**src/hw/rtl/tcw_pkg.sv**
```systemverilog
`timescale 1ns / 1ps
// Shared types, codes and constants of the text console writer.
// Depends on nothing; the front end, back end, top level, checker and bench import it.
package tcw_pkg;

  // Field widths of the item and result ports
  localparam int OP_W   = 3;
  localparam int CHAR_W = 8;
  localparam int ATTR_W = 8;
  localparam int COL_W  = 8;
  localparam int ROW_W  = 7;
  localparam int CELL_W = CHAR_W + ATTR_W;

  // Default geometry
  localparam int COLUMNS_DEF = 80;
  localparam int ROWS_DEF    = 25;

  // Queue depths
  localparam int CMD_DEPTH = 2;
  localparam int RES_DEPTH = 2;

  // Operation codes on the item port
  localparam logic [OP_W-1:0] OP_PUT_CURSOR = 3'd0;
  localparam logic [OP_W-1:0] OP_PUT_AT     = 3'd1;
  localparam logic [OP_W-1:0] OP_BACKSPACE  = 3'd2;
  localparam logic [OP_W-1:0] OP_CLEAR      = 3'd3;
  localparam logic [OP_W-1:0] OP_READ       = 3'd4;

  // Character and attribute constants
  localparam logic [CHAR_W-1:0] CHAR_NEWLINE = 8'h0a;
  localparam logic [CHAR_W-1:0] CHAR_SPACE   = 8'h20;
  localparam logic [CHAR_W-1:0] CHAR_ERR     = 8'h45;
  localparam logic [ATTR_W-1:0] ATTR_ERR     = 8'h4f;
  localparam logic [ATTR_W-1:0] ATTR_RESET   = 8'h0f;

  // Command kinds produced by the front end
  typedef enum logic [2:0] {
    K_PUT_CUR,
    K_PUT_POS,
    K_PUT_ERR,
    K_BACK,
    K_CLEAR,
    K_READ,
    K_READ_ERR,
    K_NOP
  } kind_t;

  typedef struct packed {
    kind_t             kind;
    logic [CHAR_W-1:0] chr;
    logic [ATTR_W-1:0] attr;
    logic [COL_W-1:0]  col;
    logic [ROW_W-1:0]  row;
  } cmd_t;

  typedef struct packed {
    logic              status;
    logic [COL_W-1:0]  cursor_column;
    logic [ROW_W-1:0]  cursor_line;
    logic              scrolled;
    logic [CHAR_W-1:0] cell_char;
    logic [ATTR_W-1:0] cell_attr;
  } res_t;

  typedef enum logic [3:0] {
    ST_INIT,
    ST_IDLE,
    ST_EXEC,
    ST_BACK,
    ST_READ,
    ST_COPY,
    ST_COPY_LAST,
    ST_ZERO,
    ST_FILL
  } state_t;

endpackage

```
**src/hw/rtl/tcw_fifo.sv**
```systemverilog
`timescale 1ns / 1ps
// Small register FIFO used for the command and result queues.
// Depends on nothing.
module tcw_fifo #(
  parameter int WIDTH = 8,
  parameter int DEPTH = 2
) (
  input  logic             clk,
  input  logic             rst,
  input  logic             push,
  input  logic [WIDTH-1:0] wdata,
  output logic             full,
  input  logic             pop,
  output logic [WIDTH-1:0] rdata,
  output logic             empty
);

  localparam int IW = (DEPTH > 1) ? $clog2(DEPTH) : 1;
  localparam int CW = $clog2(DEPTH + 1);

  logic [WIDTH-1:0] mem [DEPTH];
  logic [IW-1:0]    wptr;
  logic [IW-1:0]    rptr;
  logic [CW-1:0]    count;
  logic             push_ok;
  logic             pop_ok;

  assign full    = (count == CW'(DEPTH));
  assign empty   = (count == '0);
  assign push_ok = push && !full;
  assign pop_ok  = pop && !empty;
  assign rdata   = mem[rptr];

  always_ff @(posedge clk) begin
    if (push_ok) begin
      mem[wptr] <= wdata;
    end
  end

  always_ff @(posedge clk) begin
    if (rst) begin
      wptr  <= '0;
      rptr  <= '0;
      count <= '0;
    end else begin
      if (push_ok) begin
        wptr <= (wptr == IW'(DEPTH - 1)) ? '0 : wptr + 1'b1;
      end
      if (pop_ok) begin
        rptr <= (rptr == IW'(DEPTH - 1)) ? '0 : rptr + 1'b1;
      end
      if (push_ok && !pop_ok) begin
        count <= count + 1'b1;
      end else if (pop_ok && !push_ok) begin
        count <= count - 1'b1;
      end
    end
  end

endmodule

```
**src/hw/rtl/tcw_front.sv**
```systemverilog
`timescale 1ns / 1ps
// Front end: accepts items, classifies them into commands, queues them.
// Depends on tcw_pkg and tcw_fifo.
module tcw_front import tcw_pkg::*; #(
  parameter int COLUMNS = COLUMNS_DEF,
  parameter int ROWS    = ROWS_DEF
) (
  input  logic              clk,
  input  logic              rst,
  input  logic              push,
  output logic              full,
  input  logic [OP_W-1:0]   operation,
  input  logic [CHAR_W-1:0] character,
  input  logic [ATTR_W-1:0] attribute,
  input  logic [COL_W-1:0]  column,
  input  logic [ROW_W-1:0]  line,
  input  logic [ATTR_W-1:0] default_attr,
  input  logic              init_busy,
  input  logic              cmd_pop,
  output logic              cmd_empty,
  output cmd_t              cmd
);

  cmd_t                  cmd_in;
  logic                  on_grid;
  logic                  q_full;
  logic [$bits(cmd_t)-1:0] q_rdata;

  assign on_grid = (column < COL_W'(COLUMNS)) && (line < ROW_W'(ROWS));
  assign full    = q_full || init_busy;
  assign cmd     = cmd_t'(q_rdata);

  always_comb begin
    cmd_in.chr  = character;
    cmd_in.attr = (attribute == '0) ? default_attr : attribute;
    cmd_in.col  = column;
    cmd_in.row  = line;
    unique case (operation)
      OP_PUT_CURSOR: cmd_in.kind = K_PUT_CUR;
      OP_PUT_AT:     cmd_in.kind = on_grid ? K_PUT_POS : K_PUT_ERR;
      OP_BACKSPACE:  cmd_in.kind = K_BACK;
      OP_CLEAR:      cmd_in.kind = K_CLEAR;
      OP_READ:       cmd_in.kind = on_grid ? K_READ : K_READ_ERR;
      default:       cmd_in.kind = K_NOP;
    endcase
  end

  tcw_fifo #(
    .WIDTH ($bits(cmd_t)),
    .DEPTH (CMD_DEPTH)
  ) u_cmd_q (
    .clk   (clk),
    .rst   (rst),
    .push  (push && !full),
    .wdata (cmd_in),
    .full  (q_full),
    .pop   (cmd_pop),
    .rdata (q_rdata),
    .empty (cmd_empty)
  );

endmodule

```
**config.mk**
```make
export PLATFORM = sky130hd
export DESIGN_NAME = tcw_front
export DESIGN_NICKNAME = d
export VERILOG_FILES = /design/src/hw/rtl/tcw_pkg.sv /design/src/hw/rtl/tcw_fifo.sv /design/src/hw/rtl/tcw_front.sv
export SDC_FILE = /design/constraint.sdc
export NUM_CORES = 1
export LEC_CHECK = 0
export ABC_CLOCK_PERIOD_IN_PS = 3100
export BUFFER_PORTS_ARGS = -buffer_cell sky130_fd_sc_hd__clkbuf_2
export CORE_UTILIZATION = 51
export DETAILED_ROUTE_END_ITERATION = 12
export PLACE_DENSITY = 0.79
export SLEW_MARGIN = 0
export SYNTH_ARGS = -nofsm -noshare
export SYNTH_HDL_FRONTEND = slang
export SYNTH_HIERARCHICAL = 1
export SYNTH_SLANG_ARGS = --single-unit
```
**constraint.sdc**
```tcl
create_clock -name clk -period 3.1 [get_ports clk]
set_clock_uncertainty 0.1 [all_clocks]
set_input_delay 0.465 -clock clk [delete_from_list [all_inputs] [get_ports clk]]
set_output_delay 0.465 -clock clk [all_outputs]
set_load 0.005 [all_outputs]
```
Yosys cells after proc, flatten, opt, wreduce, memory -nomap -nowiden
Memories as Yosys holds them, arrays and structs flattened. A register that Yosys moved wholly into a read port is not among the register bits.
Index checks and enable logic that the tools add are counted.
Cells by class
  reduce and logical (&&, ||, !) cells: 16
  $add $sub $neg: 4
  eq/ne operators: 5
  order comparisons: 2
  multiplexer cells: 12
Operators with widths (number)
  $pmux 3 s5: 1
  $logic_not 8->1: 1
  $lt 8x7->1 const B: 1
  $mux 2: 4
  $mux 8: 1
  $lt 7x5->1 const B: 1
  $eq 3x2->1 const B: 2
  $logic_and 1x1->1: 6
  $mux 1: 6
  $logic_not 1->1: 5
  $eq 3x1->1 const B: 1
  $eq 3x3->1 const B: 1
  $logic_not 3->1: 1
  $add 1x1->1 const B: 2
  $add 2x1->2 const B: 1
  $eq 2x2->1 const B: 1
  $logic_not 2->1: 1
  $reduce_bool 2->1: 1
  $sub 2x1->2 const B: 1
  $logic_or 1x1->1: 1
Word-level totals
  output and inout bits: 36
  flip-flop bits (word level): 4
  bits of input ports: 47
  bits in writable memories: 68
  word-level logic and storage cells: 43
  memories: 1
Memories
  u_cmd_q.mem: depth 2, width 34, rd ports 1, clocked after memory_dff 1, wr ports 1, line tcw_fifo.sv:21  | logic [WIDTH-1:0] mem [DEPTH];

Longest topological paths before layout
Gate-level depths: netlist of the first run.
  depth after elaboration: 9
  mapped depth: 9
  gate-level depth less buffers: 9

By module
The synthesis of the first run kept the hierarchy.
By module, submodules not included
  tcw_fifo: seq. area each 2142.1 um2, area each 2667.6 um2, cells an instance 131, instances 1
  tcw_front: seq. area each 0.0 um2, area each 192.7 um2, cells an instance 27, instances 1

Least setup slack after synthesis of the first run
No wires, ideal clock.
  path kind: input port to flip-flop
  start point: input init_busy
  end point: memory u_cmd_q/mem[0][0] in the netlist's numbering, enable pin
  slack: 0.663 ns
  stages on the path: 5
  path buffers: 0
  arrival time: 1.949 ns
  library setup time: 0.389 ns
  path through: or2_2 nor2_1 inv_1 or3_1 inv_1
On the way
  word-level cells in the longest chain between the ends: 6
Ends and longest elaborated chain
  start: declaration: line tcw_front.sv:18  | input logic init_busy,
  $logic_or 1x1->1: line tcw_front.sv:30  | assign full = q_full || init_busy;
  $logic_not 1->1: line tcw_front.sv:54  | .push (push && !full),
  $logic_and 1x1->1: line tcw_front.sv:54
  $logic_and 1x1->1: line tcw_fifo.sv:30  | assign push_ok = push && !full;
  $mux 1: line tcw_fifo.sv:35  | if (push_ok) begin
  $mux 1 (not written as such): line tcw_fifo.sv:36  | mem[wptr] <= wdata;
  end: declaration: line tcw_fifo.sv:21
Every way passes these cells.

Worst setup path after layout of the first run
  start point: register u_cmd_q.count[0]
  end point: memory u_cmd_q/mem[0][29] in the netlist's numbering, enable pin
On the way
  word-level cells in the longest chain between the ends: 7
  elaborated cells on any way between the ends: 8
  classes of those cells: 1 x eq/ne; 2 x mux; 5 x reduce/logical
Ends and longest elaborated chain
  start: declaration: line tcw_fifo.sv:24  | logic [CW-1:0] count;
  start signal: assignment: line tcw_fifo.sv:53  | count <= count + 1'b1;
  start signal: assignment: line tcw_fifo.sv:55  | count <= count - 1'b1;
  $eq 2x2->1 (*): line tcw_fifo.sv:28  | assign full = (count == CW'(DEPTH));
  net q_full: line tcw_front.sv:26  | logic q_full;
  $logic_or 1x1->1: line tcw_front.sv:30
  $logic_not 1->1: line tcw_front.sv:54
  $logic_and 1x1->1: line tcw_front.sv:54
  $logic_and 1x1->1 (*): line tcw_fifo.sv:30
  $mux 1 (*): line tcw_fifo.sv:35
  $mux 1 (not written as such) (*): line tcw_fifo.sv:36
The timed path passes the listed nets; every way through them passes the cells marked *.

==> results.txt, run 1 <==
- Ys async rst share: 0%
- The path with the worst hold slack has its endpoint at u_cmd_q/mem[0][25]$_DFFE_PP_.
- Of the total power, the share spent switching nets is between 20% and 30%.
* Initial antenna violation count: 0
* Placed instance area: between 3000 and 4000 um^2
- Worst-margin pin slew: 328.2 ps
- STA classifies the critical path endpoint as a flop.
- TritonCTS built the clock tree.
- In this run, placement finished with an instance count of approximately 310.
- The tree is rooted in a sky130_fd_sc_hd__clkbuf_8.
- The longest clock path from root to sink contains 2 buffers.
- Clock latency on the worst-skew pair, taken at its later pin, is between 300 and 400 ps.
- Vert. Die Dim: ~77 um
- Of the cells placed in the final design, the portion with a size suffix greater than 1 is a little over half.
* Pin count of the biggest net entering global routing: 24
* Share of the clock period used by the worst path: between 60% and 70%
* Syn-to-layout area delta: 27.08%
* Count of hold buffers inserted by post-cts repair: 0
- Proportion of power drawn by the clock network: between 30% and 40%
- Cts bufs inserted: 9
- H-Tree Level Count: 3
- The detail route stage leaves a number of antenna-violating nets equal to 0.
* HPWL reported at the end of detailed placement: roughly 3300 um
- From left edge to right edge, the die measures between 70 and 80 um.
- Of the total power, registers draw 44.5%.
* Rel. slew slack: ~78%
* Crit Reg-Reg Endpoint: u_cmd_q/mem[0][29]$_DFFE_PP_
- Summing every instance area after synthesis gives between 2000 and 3000 um^2.
* Grt total ovfl: 0
- Type of the worst min-delay path: primary input to flop
- Counting instances, the worst hold path has a depth of 1.
- The number of different library cells used by synthesis comes to 26.
- Number of enable flip-flop cells after synthesis: 68
- Routed wire per std cell: roughly 15 um
* Worst endpoint data arrival time: ~2000 ps
- Synthesis produced between 150 and 200 cells.
- between 80 and 90 I/O pins were placed.
- Leakage dissipation: 0.001454 uW
- Most frequently used cell type in the post-synthesis netlist: sky130_fd_sc_hd__edfxtp_1
* Number of nets in the finished design: 301
- Leading cell types by count after synthesis: sky130_fd_sc_hd__edfxtp_1 (68), sky130_fd_sc_hd__mux2_2 (34), sky130_fd_sc_hd__a21o_1 (9)
* Final setup viols: 0
- Of all nets on the critical path, the largest fanout is 23.
- Vias in the first global route: between 1500 and 2000
- The detailed router placed approximately 1700 vias in this run.
* Layout filler cell count: 360
* Sum of routed wire length over all layers: roughly 4800 um
* Number of flip-flops and latches in the synthesized netlist: 73
* Worst IR drop on VDD: between 400 and 500 uV
* Post-route cell area: roughly 3600 um^2
* DRC errors left: 0
- Reg2reg path depth: 7
* Timing-limited maximum frequency: between 400 and 500 MHz
- Crit Path Category: flop to flop
- The number of hold-slack violations in the final timing report was 0.
- Max-cap violations in this run came to 0.
* Clock transition at the registers of the reported paths: 70 ps
- The floorplan step defined a core boundary enclosing roughly 5200 um^2.
- The count of buffers added on input and output ports is 82.
- Status: completed
- Summing the sequential cell areas from Yosys gives about three quarters of the chip area.
- In this run the core area contains 26 standard-cell rows.
* Aggregate global-route resource usage: 17.81%
- The number of max-slew violations in the final report came to 0.
- Top cells by area in the synthesized netlist: sky130_fd_sc_hd__edfxtp_1 (71%), sky130_fd_sc_hd__mux2_2 (13%), sky130_fd_sc_hd__dfxtp_1 (3.5%), sky130_fd_sc_hd__a21o_1 (2.4%), sky130_fd_sc_hd__xor2_1 (0.92%)
- Cells resized by post-CTS repair: 0
- The number of nets in the synthesized netlist is 206.
- Setup total negative slack on the finished layout was measured at 0 ps.
* Final Wtd Congestion: between 0.7 and 0.8
- Required time reported for the critical path endpoint: 3010 ps
* Reported net switching power: ~650 uW
* Worst flop-to-flop path startpoint: u_cmd_q/count[0]$_SDFFE_PP0P_
- Setup repair after global routing left no endpoint under its margin.
* Internal power component: approximately 2100 uW
* Yosys top cell area share: a little under three quarters
- Proportion of power drawn by combinational gates: approximately 22%
- Post-route non-filler standard cell count: about 330
- Power per Cell Area: 761.6 nW/um^2
- The first global-routing pass estimated 7693 um of wire.
- Counting I/O delays and the setup requirement, the final critical path takes 2128 ps.
* Iter 0 DRT Violations: 67
- Across all register-to-register paths, the minimum setup slack is between 900 and 1000 ps.
* Number of antenna cells inserted: 0
- In this run the most critical hold path is launched from character[2].
- In the synthesized netlist the dominant register cell turns out to be sky130_fd_sc_hd__edfxtp_1.
- The first TritonRoute pass finished after 4 iterations.
- Clock tree synthesis found a total of 73 sinks.
- Initial standard-cell utilization of the core: between 50% and 60%
* Ratio of routed vias to standard cells: between 5 and 6
- Yosys printed 6 warnings.
- Number of post-CTS setup repair buffers: 0
- The synthesized design spends more area on one cell type than any other, namely sky130_fd_sc_hd__edfxtp_1.
* Average instance area after synthesis: 18.10 um^2
* Sort of element at the start of the critical path: flop
* Floorplan die area: between 5000 and 6000 um^2
==> worst max-delay path, stage by stage, from the launching register on <==
cell and delay [ps]:
sky130_fd_sc_hd__dfxtp_1 430, sky130_fd_sc_hd__nor2b_2 80, sky130_fd_sc_hd__or2_2 290, sky130_fd_sc_hd__nor2_1 90, sky130_fd_sc_hd__inv_1 60, sky130_fd_sc_hd__or3_1 360, sky130_fd_sc_hd__inv_1 80, sky130_fd_sc_hd__buf_4 300
==> registers in the layout, indices dropped and copies added, names as in the netlist, named ones only <==
register       cells
u_cmd_q/rptr       1
u_cmd_q/mem       68
u_cmd_q/wptr       1
u_cmd_q/count      2
==> per-stage QoR <==
step | utilization [%] | hold slack (ps) | worst slack (ps) | total power (uW)
final | 69.40 | 219.9 | 972.4 | 2768
after global routing | 69.40 | 201.1 | 837.4 | 2886
after CTS | 69.40 | 202.4 | 963.0 | 2793
after detailed placement | 64.50 | 388.5 | 927.3 | 1856
after global placement | 64.50 | 383.7 | 934.4 | 1845
after floorplan | - | 351.6 | 662.7 | 1618
==> cells in the final DEF, fill, tap and decap left out, types with 2 or more instances in the layout <==
cell type	n
sky130_fd_sc_hd__clkbuf_2	82
sky130_fd_sc_hd__buf_4	6
sky130_fd_sc_hd__bufinv_16	4
sky130_fd_sc_hd__o21ai_0	3
sky130_fd_sc_hd__nand2_1	3
sky130_fd_sc_hd__inv_1	4
sky130_fd_sc_hd__edfxtp_1	68
sky130_fd_sc_hd__or3_1	3
sky130_fd_sc_hd__xor2_1	3
sky130_fd_sc_hd__clkbuf_8	9
sky130_fd_sc_hd__mux2_2	34
sky130_fd_sc_hd__dfxtp_1	5
sky130_fd_sc_hd__clkinv_1	2
sky130_fd_sc_hd__a21oi_1	2
sky130_fd_sc_hd__or4_4	2
sky130_fd_sc_hd__a21o_1	9
sky130_fd_sc_hd__nor2_1	6
==> worst max path at each step <==
stage,cells after the start,to,startpoint
2_1_floorplan,5,u_cmd_q/mem[0][0]$_DFFE_PP_,init_busy
3_3_place_gp,7,u_cmd_q/mem[0][28]$_DFFE_PP_,init_busy
3_5_place_dp,7,u_cmd_q/mem[0][27]$_DFFE_PP_,init_busy
4_1_cts,7,u_cmd_q/mem[0][27]$_DFFE_PP_,u_cmd_q/count[0]$_SDFFE_PP0P_
5_1_grt,7,u_cmd_q/mem[0][25]$_DFFE_PP_,u_cmd_q/count[0]$_SDFFE_PP0P_
6_report,7,u_cmd_q/mem[0][29]$_DFFE_PP_,u_cmd_q/count[0]$_SDFFE_PP0P_
==> power by group through the flow <==
stage / clock network (uW) / logic (uW) / registers, uW
after floorplan: 0 / 372 / 1250
after global placement: 0 / 596 / 1250
after detailed placement: 0 / 601 / 1250
after CTS: 952 / 607 / 1230
after global routing: 984 / 658 / 1240
final: 935 / 600 / 1230
==> routing by layer <==
metal  GRT usage (%)  wire, um  up-vias  part of all wire [%]
li1                -         -      802                     -
met1           22.38      2084      779                    43
met2           27.77      2358       67                    49
met3           5.476       265       10                   5.5
met4           9.231        88        0                   1.8
met5               0         0        -                     0
==> area by class of cell <==
cell class,instances,area [um^2],area share [%]
clock buffers,9,123.9,3.408
multi-input cells,77,678.2,18.66
well taps,70,87.58,2.410
flip-flops and latches,73,2142,58.93
repair buffers,88,455.4,12.53
inverters,4,15.01,0.4131
clock inverters,7,132.6,3.649
==> logic make-up after synthesis <==
family / synth area share [%]
buffers and inverters: 1.400
adder cells (fa/ha/maj): 0.4374
multiplexers: 13.74
AO/OA/AOI/OAI: 4.462
XOR/XNOR: 0.9188
AND/OR/NAND/NOR: 4.156
flip-flops: 74.89
No activity file was read; power rests on OpenSTA's default activity.
==> run 2: changes to the inputs <==
--- a/config.mk
+++ b/config.mk
@@ -5,11 +5,11 @@
 export SDC_FILE = /design/constraint.sdc
 export NUM_CORES = 1
 export LEC_CHECK = 0
-export ABC_CLOCK_PERIOD_IN_PS = 3100
+export ABC_CLOCK_PERIOD_IN_PS = 1800
 export BUFFER_PORTS_ARGS = -buffer_cell sky130_fd_sc_hd__clkbuf_2
-export CORE_UTILIZATION = 51
+export CORE_UTILIZATION = 46
 export DETAILED_ROUTE_END_ITERATION = 12
-export PLACE_DENSITY = 0.79
+export PLACE_DENSITY = 0.75
 export SLEW_MARGIN = 0
 export SYNTH_ARGS = -nofsm -noshare
 export SYNTH_HDL_FRONTEND = slang
==> constraint.sdc (replaced) <==
create_clock -name clk -period 1.8 [get_ports clk]
set_clock_uncertainty 0.1 [all_clocks]
set_input_delay 0.27 -clock clk [delete_from_list [all_inputs] [get_ports clk]]
set_output_delay 0.27 -clock clk [all_outputs]
set_load 0.005 [all_outputs]
==> run 2 against run 1 <==
  * The flow now finishes with violations (negative setup slack)
  * Utilization down 5.0 points
  * First-iteration DRC count rose by 15%
  * Fmax up 11%
  * Via count up 3.0%
  * Sequential power is 73% higher
  * Critical path depth stayed put
==> results.txt, run 2 (synthesis results as in run 1) <==
- Layout cells sized above 1: 59.34% (+4.7 points)
- The deepest level of the CTS H-tree was 3 (unchanged).
* Flop-to-flop setup slack: -110 ps (-1090 ps)
* Initial standard-cell utilization of the core: 48.03% (-6.6 points)
* Sort of element at the start of the critical path: flop
- The chip width came to 80.86 um (+5.2%).
- The tree is rooted in a sky130_fd_sc_hd__clkbuf_8.
- The path with the worst hold slack has its endpoint at u_cmd_q/mem[0][25]$_DFFE_PP_.
* Vias in the first global route: 1695 (+2.5%)
* RSZ-0062 raised after global routing: yes
- The largest voltage drop on the vdd net is 696.2 uV (+56%).
- Violations in the final reports: negative setup slack
- Crit path capture type: flop
- Crit Reg-Reg Endpoint: u_cmd_q/mem[0][21]$_DFFE_PP_
* Met1 layer usage reported by global route: 19.00% (-3.4 points)
- Placeable Area: 5956 um^2 (+14%)
- The highest attainable clock frequency is 522.6 MHz (+11%).
- The I/O pin count was 83 (unchanged).
- The pin count of the biggest net entering global routing came to 20 (-17%).
- Core Util, Final: 64.43% (-5.0 points)
- The number of clock sinks came to 73 (unchanged).
- The number of setup violations in the final report came to 42 (+42).
* Most frequent standard cell in the layout excluding fill and tap cells: sky130_fd_sc_hd__clkbuf_2
* Worst Setup Slack, final: -113.6 ps (-1086 ps)
* Initial antenna violation count: 0 (unchanged)
- Wire length of the first global-routing pass: 7748 um (+0.71%)
- The remaining number of nets flagged by the antenna check after routing is 0 (unchanged).
- Crit Path Category: flop to flop
* Grt total ovfl: 0 (unchanged)
* Port Buffer Count: 82 (unchanged)
- The HPWL after detailed placement came to 3552 um (+8.7%).
- The number of max-slew violations in the final report is 0 (unchanged).
- The total detailed-routing wirelength is 5335 um (+11%).
- Origin of the worst min-delay path: character[2]
* Placed instance area: 3528 um^2 (+4.4%)
- The register with the most flip-flops in the final layout is u_cmd_q/mem.
* Total power of the final layout: 4656 uW (+68%)
- The largest registers in the layout are u_cmd_q/mem: 68 flops, u_cmd_q/count: 2 flops.
* Worst endpoint data arrival time: 1870 ps (-170 ps)
- Max-cap check violation count: 0 (unchanged)
- Cts bufs inserted: 9 (unchanged)
- Status: complete, but fails checks
- The tightest min-delay check is of the primary input to flop type.
- Post-route cell area: 3837 um^2 (+5.6%)
- Floorplan die area: 6538 um^2 (+11%)
- The met2 track demand over resource in global routing came to 28.24% (+0.47 points).
- The DRC violations left was 0 (unchanged).
* Initial DRT Pass Iterations: 4 (unchanged)
* Share of the clock period used by the worst path: 106.3% (+38 points)
* Reg2reg path depth: 7 (unchanged)
- The startpoint identified for the worst register-to-register timing path is u_cmd_q/count[1]$_SDFFE_PP0P_.
- The number of nets in the layout was 316 (+5.0%).
- Number of vias in the routed layout: 1708 (+3.0%)
- The height of the chip was 80.86 um (+5.2%).
- In this run the most used layer during global routing was met2.
- Buffer levels on the longest clock path: 2 (unchanged)
- Clock transition at the registers of the reported paths: 70 ps (about the same)
* Leakage dissipation: 0.001525 uW (+4.9%)
- The number of flip-flops under the largest register name came to 68 (unchanged).
- The placement row count came to 28 (+7.7%).
- Iter 0 DRT Violations: 77 (+15%)
- The shortest clock period the worst path allows after layout is 1914 ps (-214.0 ps).
- Most frequent cells in the layout: sky130_fd_sc_hd__clkbuf_2 (82), sky130_fd_sc_hd__edfxtp_1 (68), sky130_fd_sc_hd__mux2_2 (34)
- Aggregate global-route resource usage: 16.86% (-0.95 points)
- The cell count after placement came to 325 (+4.2%).
- Layout filler cell count: 450 (+25%)
- Met3 Resource Use GR: 7.079% (+1.6 points)
- Number of failing hold endpoints at the final stage: 0 (unchanged)
* Number of antenna cells inserted: 0 (unchanged)
- Rel. slew slack: 80.57% (+2.7 points)
- The final weighted congestion of routability-driven global placement is 0.7632 (+7.3%).
* Power per Cell Area: 1213 nW/um^2 (+59%)
* Source-to-sink clock delay at the later pin of the worst-skew pair: 330 ps (about the same)
- Ratio of routed vias to standard cells: 4.908 (-2.9%)
- Critical-path maximum fanout: 7 (-70%)
* Required time reported for the critical path endpoint: 1760 ps (-1250 ps)
- Routed wire per std cell: 15.33 um (+4.8%)
- Number of stages on the worst hold path: 1 (unchanged)
- TritonCTS built the clock tree.
- The measured slew at the worst slew-check pin is 287.7 ps (-40.48 ps).
- Post-route non-filler standard cell count: 348 (+6.1%)
- Syn-to-layout area delta: 34.16%
run 2: cell types whose count changed in the layout (fill, tap and decap cells not counted), moves of 2 or more:
cell / change
sky130_fd_sc_hd__buf_12: +5
sky130_fd_sc_hd__buf_4: +4
sky130_fd_sc_hd__buf_6: +2
sky130_fd_sc_hd__bufinv_16: -3
sky130_fd_sc_hd__clkbuf_16: +3
sky130_fd_sc_hd__clkinvlp_4: +2
sky130_fd_sc_hd__dfxtp_1: -3
sky130_fd_sc_hd__dfxtp_2: +3
run 2: worst max path at each step:
stage	from	slack (ps)	cells past startpoint	endpoint
after floorplan	u_cmd_q/count[1]$_SDFFE_PP0P_	-240	6	u_cmd_q/mem[0][0]$_DFFE_PP_
after global placement	u_cmd_q/count[1]$_SDFFE_PP0P_	-90	7	u_cmd_q/mem[0][22]$_DFFE_PP_
after detailed placement	u_cmd_q/count[1]$_SDFFE_PP0P_	-110	7	u_cmd_q/mem[0][30]$_DFFE_PP_
after CTS	u_cmd_q/count[1]$_SDFFE_PP0P_	-120	7	u_cmd_q/mem[0][13]$_DFFE_PP_
after global routing	u_cmd_q/count[1]$_SDFFE_PP0P_	-160	7	u_cmd_q/mem[0][21]$_DFFE_PP_
final	u_cmd_q/count[1]$_SDFFE_PP0P_	-110	7	u_cmd_q/mem[0][21]$_DFFE_PP_
run 2: routing by layer:
layer  part of all wire [%]  vias to the layer above
met4                    2.0                        0
li1                       -                      836
met2                     50                       62
met3                    6.7                       11
met5                      0                        -
met1                     41                      799
run 2: per-stage QoR:
step	hold slack, ps	setup WS [ps]	TNS [ps]
after floorplan	231.7	-237.4	-8071
after global placement	358.7	-91.51	-2773
after detailed placement	362.2	-109.7	-3454
after CTS	2.627	-119.3	-3743
after global routing	-1.351	-155.7	-6405
final	19.50	-113.6	-3383
run 2: cell type report:
cell class / count / area (um^2) / area share [%]
Sequential cell: 73 / 2146 / 55.92
Multi-Input combinational cell: 77 / 699.4 / 18.23
Timing Repair Buffer: 103 / 693.2 / 18.06
Clock buffer: 10 / 127.6 / 3.326
Tap cell: 75 / 93.84 / 2.445
Clock inverter: 6 / 58.81 / 1.532
Inverter: 4 / 18.77 / 0.4891
run 2: report_power, final:
part | total (uW) | switching [uW] | internal [uW]
registers | 2130 | 60.9 | 2070
logic | 1330 | 581 | 754
clock network | 1190 | 564 | 631
total | 4660 | 1210 | 3450
run 2: worst max-delay path, cell delays in order, from the launching register on:
cell                         delay [ps]
sky130_fd_sc_hd__dfxtp_2            320
sky130_fd_sc_hd__nor2b_4            120
sky130_fd_sc_hd__or2_4              220
sky130_fd_sc_hd__nor2_1              80
sky130_fd_sc_hd__inv_1               70
sky130_fd_sc_hd__or3_4              350
sky130_fd_sc_hd__clkinvlp_4         190
sky130_fd_sc_hd__clkbuf_16          190
run 2: what timing repair did:
| item | in CTS | in global routing |
|---|---|---|
| gates resized for setup | 3 | 3 |
| gates cloned | 1 | 4 |
| hold buffers | 0 | 1 |
| setup endpoints to repair | 50 | 70 |
| endpoints found under the hold margin | 0 | 2 |
| pin swaps | 0 | 1 |
| setup buffers | 0 | 1 |
==> run 3: changes to the inputs <==
--- a/config.mk
+++ b/config.mk
@@ -7,9 +7,10 @@
 export LEC_CHECK = 0
 export ABC_CLOCK_PERIOD_IN_PS = 1800
 export BUFFER_PORTS_ARGS = -buffer_cell sky130_fd_sc_hd__clkbuf_2
-export CORE_UTILIZATION = 46
+export CORE_UTILIZATION = 48
+export CTS_BUF_LIST = sky130_fd_sc_hd__clkbuf_8
 export DETAILED_ROUTE_END_ITERATION = 12
-export PLACE_DENSITY = 0.75
+export PLACE_DENSITY = 0.78
 export SLEW_MARGIN = 0
 export SYNTH_ARGS = -nofsm -noshare
 export SYNTH_HDL_FRONTEND = slang
==> run 3 against run 2 <==
  * The flow still finishes with violations (negative setup slack)
  * Largest cell class unchanged
  * Non-clock buffer count is 3 lower
  * Flip-flop and latch count stayed put
  * Critical path type unchanged
  * Sequential share of layout area grew 0.46 points
  * Hold slack better by 2.5 ps
==> results.txt, run 3 (synthesis results as in run 1) <==
* Status: complete, but fails checks
* Violations in the final reports: negative setup slack
- The number of buffers created by CTS is 9 (unchanged).
- The HPWL after detailed placement is 3560 um (+0.24%).
* Site row count: 27 (-3.6%)
* Buffer levels on the longest clock path: 2 (unchanged)
- Reg2reg path depth: 7 (unchanged)
* Worst setup path startpoint: u_cmd_q/count[1]$_SDFFE_PP0P_
* Post-route non-filler standard cell count: 342 (-1.7%)
- The endpoint identified for the worst register-to-register timing path is u_cmd_q/mem[0][28]$_DFFE_PP_.
* Routed wire per std cell: 15.40 um (+0.48%)
- The measured slew at the worst slew-check pin came to 283.0 ps (-4.723 ps).
- The number of DRC markers in iteration 0 was 59 (-23%).
* Share of the clock period used by the worst path: 105.8% (-0.52 points)
* Flop-to-flop setup slack: -100 ps (about the same)
- Rel. slew slack: 80.89% (+0.32 points)
* Horiz. Die Dim: 79.20 um (-2.1%)
- Crit path capture type: flop
* Port Buffer Count: 82 (unchanged)
- The DRC violations left is 0 (unchanged).
- The number of max-slew violations in the final report is 0 (unchanged).
* Vias in the first global route: 1700 (+0.29%)
- The shortest clock period the worst path allows after layout was 1904 ps (-9.291 ps).
- The final weighted congestion of routability-driven global placement was 0.6755 (-11%).
- The height of the chip came to 79.20 um (-2.1%).
- Clock transition at the registers of the reported paths: 80 ps (about the same)
* Placed Cells: 321 (-1.2%)
- The number of flip-flops under the largest register name came to 68 (unchanged).
- Counting flops per register, the top entry is u_cmd_q/mem.
* Number of antenna cells inserted: 0 (unchanged)
* Max-cap check violation count: 0 (unchanged)
* Number of failing hold endpoints at the final stage: 0 (unchanged)
- Layout cells sized above 1: 60.37% (+1.0 points)
- The global-route wire length before repair is 7831 um (+1.1%).
* H-Tree Level Count: 3 (unchanged)
- Grt total ovfl: 0 (unchanged)
- Crit Path Category: flop to flop
- Most frequent cells in the layout: sky130_fd_sc_hd__clkbuf_2 (82), sky130_fd_sc_hd__edfxtp_1 (68), sky130_fd_sc_hd__mux2_2 (34)
* Post-route cell area: 3806 um^2 (-0.82%)
- Critical-path maximum fanout: 6 (-1)
- Clock tree from TritonCTS: built
- The average vias per placed instance is 5.053 (+2.9%).
* Remaining number of nets flagged by the antenna check after routing: 0 (unchanged)
- The largest stage delay on the critical path is 350 ps (about the same).
- Initial antenna violation count: 0 (unchanged)
- The number of setup violations in the final report was 55 (+31%).
- Aggregate global-route resource usage: 17.36% (+0.50 points)
- Number of vias in the routed layout: 1728 (+1.2%)
* Worst Setup Slack, final: -104.3 ps (+9.291 ps)
- The slowest stage of the critical path belongs to the cell sky130_fd_sc_hd__or3_4.
- The highest attainable clock frequency was 525.1 MHz (+0.49%).
- Type of the worst min-delay path: primary input to flop
- The number of detailed-routing iterations run before antenna repair was 4 (unchanged).
* Library cell used as clock root buffer: sky130_fd_sc_hd__clkbuf_8
- Source-to-sink clock delay at the later pin of the worst-skew pair: 340 ps (about the same)
* CTS sink cnt: 73 (unchanged)
- The leakage power total is 0.001504 uW (-1.4%).
* Syn-to-layout area delta: 33.07%
- Count of hold buffers inserted by post-cts repair: 0 (unchanged)
- The standard cell core area is 5608 um^2 (-5.8%).
- Number of nets in the finished design: 313 (-0.95%)
- Placed instance area: 3505 um^2 (-0.67%)
- Total negative setup slack: -3323 ps (+60.33 ps)
* Required time reported for the critical path endpoint: 1760 ps (about the same)
* Most frequent standard cell in the layout excluding fill and tap cells: sky130_fd_sc_hd__clkbuf_2
- The worst setup path is launched from a flop.
- The I/O pin count is 83 (unchanged).
* Worst flop-to-flop path startpoint: u_cmd_q/count[1]$_SDFFE_PP0P_
- Floorplan die area: 6272 um^2 (-4.1%)
* Power per Cell Area: 1196 nW/um^2 (-1.4%)
- The starting density of the core is 51.00% (+3.0 points).
- RSZ-0062 raised after global routing: yes
* Worst-path cell chain: nor2b_4 -> or2_4 -> nor2_1 -> inv_1 -> or3_4 -> clkinvlp_4 -> clkbuf_16
* Worst IR drop on VDD: 741.4 uV (+6.5%)
- The largest registers in the layout are u_cmd_q/mem: 68 flops, u_cmd_q/count: 2 flops.
- Pin count of the biggest net entering global routing: 23 (+15%)
- Number of post-CTS setup repair buffers: 0 (unchanged)
- The most critical setup path has its endpoint at u_cmd_q/mem[0][28]$_DFFE_PP_.
* Worst hold slack across all endpoints: 22.00 ps (+2.504 ps)
- Sum of routed wire length over all layers: 5268 um (-1.3%)
- Worst endpoint data arrival time: 1870 ps (about the same)
==> run 3: cell count changes in the layout (fill, tap and decap cells not counted), moves of 2 or more <==
| cell | before | now |
|---|---|---|
| sky130_fd_sc_hd__buf_4 | 10 | 5 |
| sky130_fd_sc_hd__buf_6 | 2 | 5 |
| sky130_fd_sc_hd__clkinv_1 | 2 | 0 |
| sky130_fd_sc_hd__clkinvlp_4 | 2 | 4 |
==> run 3: repair_timing <==
| item | in CTS | in global routing |
|---|---|---|
| cloned | 0 | 5 |
| setup endpoints to repair | 51 | 70 |
| gates resized for setup | 3 | 7 |
| pin swaps | 0 | 2 |
==> run 3: final cells by class <==
cell class,instances,area [um^2]
Sequential cell,73,2146
Fill cell,397,1802
Multi-Input combinational cell,77,704.4
Timing Repair Buffer,100,674.4
Clock buffer,9,123.9
Tap cell,72,90.09
Clock inverter,7,48.80
Inverter,4,18.77
==> run 3: through the flow <==
step           power (uW)  util [%]  setup slack, ps
2_1_floorplan        2816         -           -237.4
5_1_grt              4787     67.87           -156.6
6_report             4552     67.87           -104.3
3_5_place_dp         3378     62.49           -92.88
4_1_cts              4496     65.73           -108.3
3_3_place_gp         3362     62.49           -76.97
==> run 3: routing by layer <==
metal  part of all wire (%)  track usage, %
met1                     44           21.63
met2                     48           27.24
met3                    5.1           5.172
met4                    2.0           9.273
met5                      0               0
==> run 3: how the worst min path moves through the flow <==
stage | start | endpoint | slack, ps | cells after the start
after floorplan | rst | u_cmd_q/count[1]$_SDFFE_PP0P_ | 230 | 1
after global placement | character[7] | u_cmd_q/mem[0][30]$_DFFE_PP_ | 360 | 1
after detailed placement | character[2] | u_cmd_q/mem[0][25]$_DFFE_PP_ | 370 | 1
after CTS | character[4] | u_cmd_q/mem[0][27]$_DFFE_PP_ | 3 | 1
after global routing | character[4] | u_cmd_q/mem[0][27]$_DFFE_PP_ | 0.9 | 1
final | character[7] | u_cmd_q/mem[0][30]$_DFFE_PP_ | 20 | 1
==> run 3: report_power, final <==
part / internal [uW] / switching (uW)
Sequential: 2070 / 58.4
Clock: 496 / 596
Combinational: 758 / 579
==> run 3: critical path, delay by kind of cell (launching register included) <==
family | cells | cell delay (ps)
and+or+nand+nor | 4 | 770
buffers and inverters | 3 | 440
DFF | 1 | 320
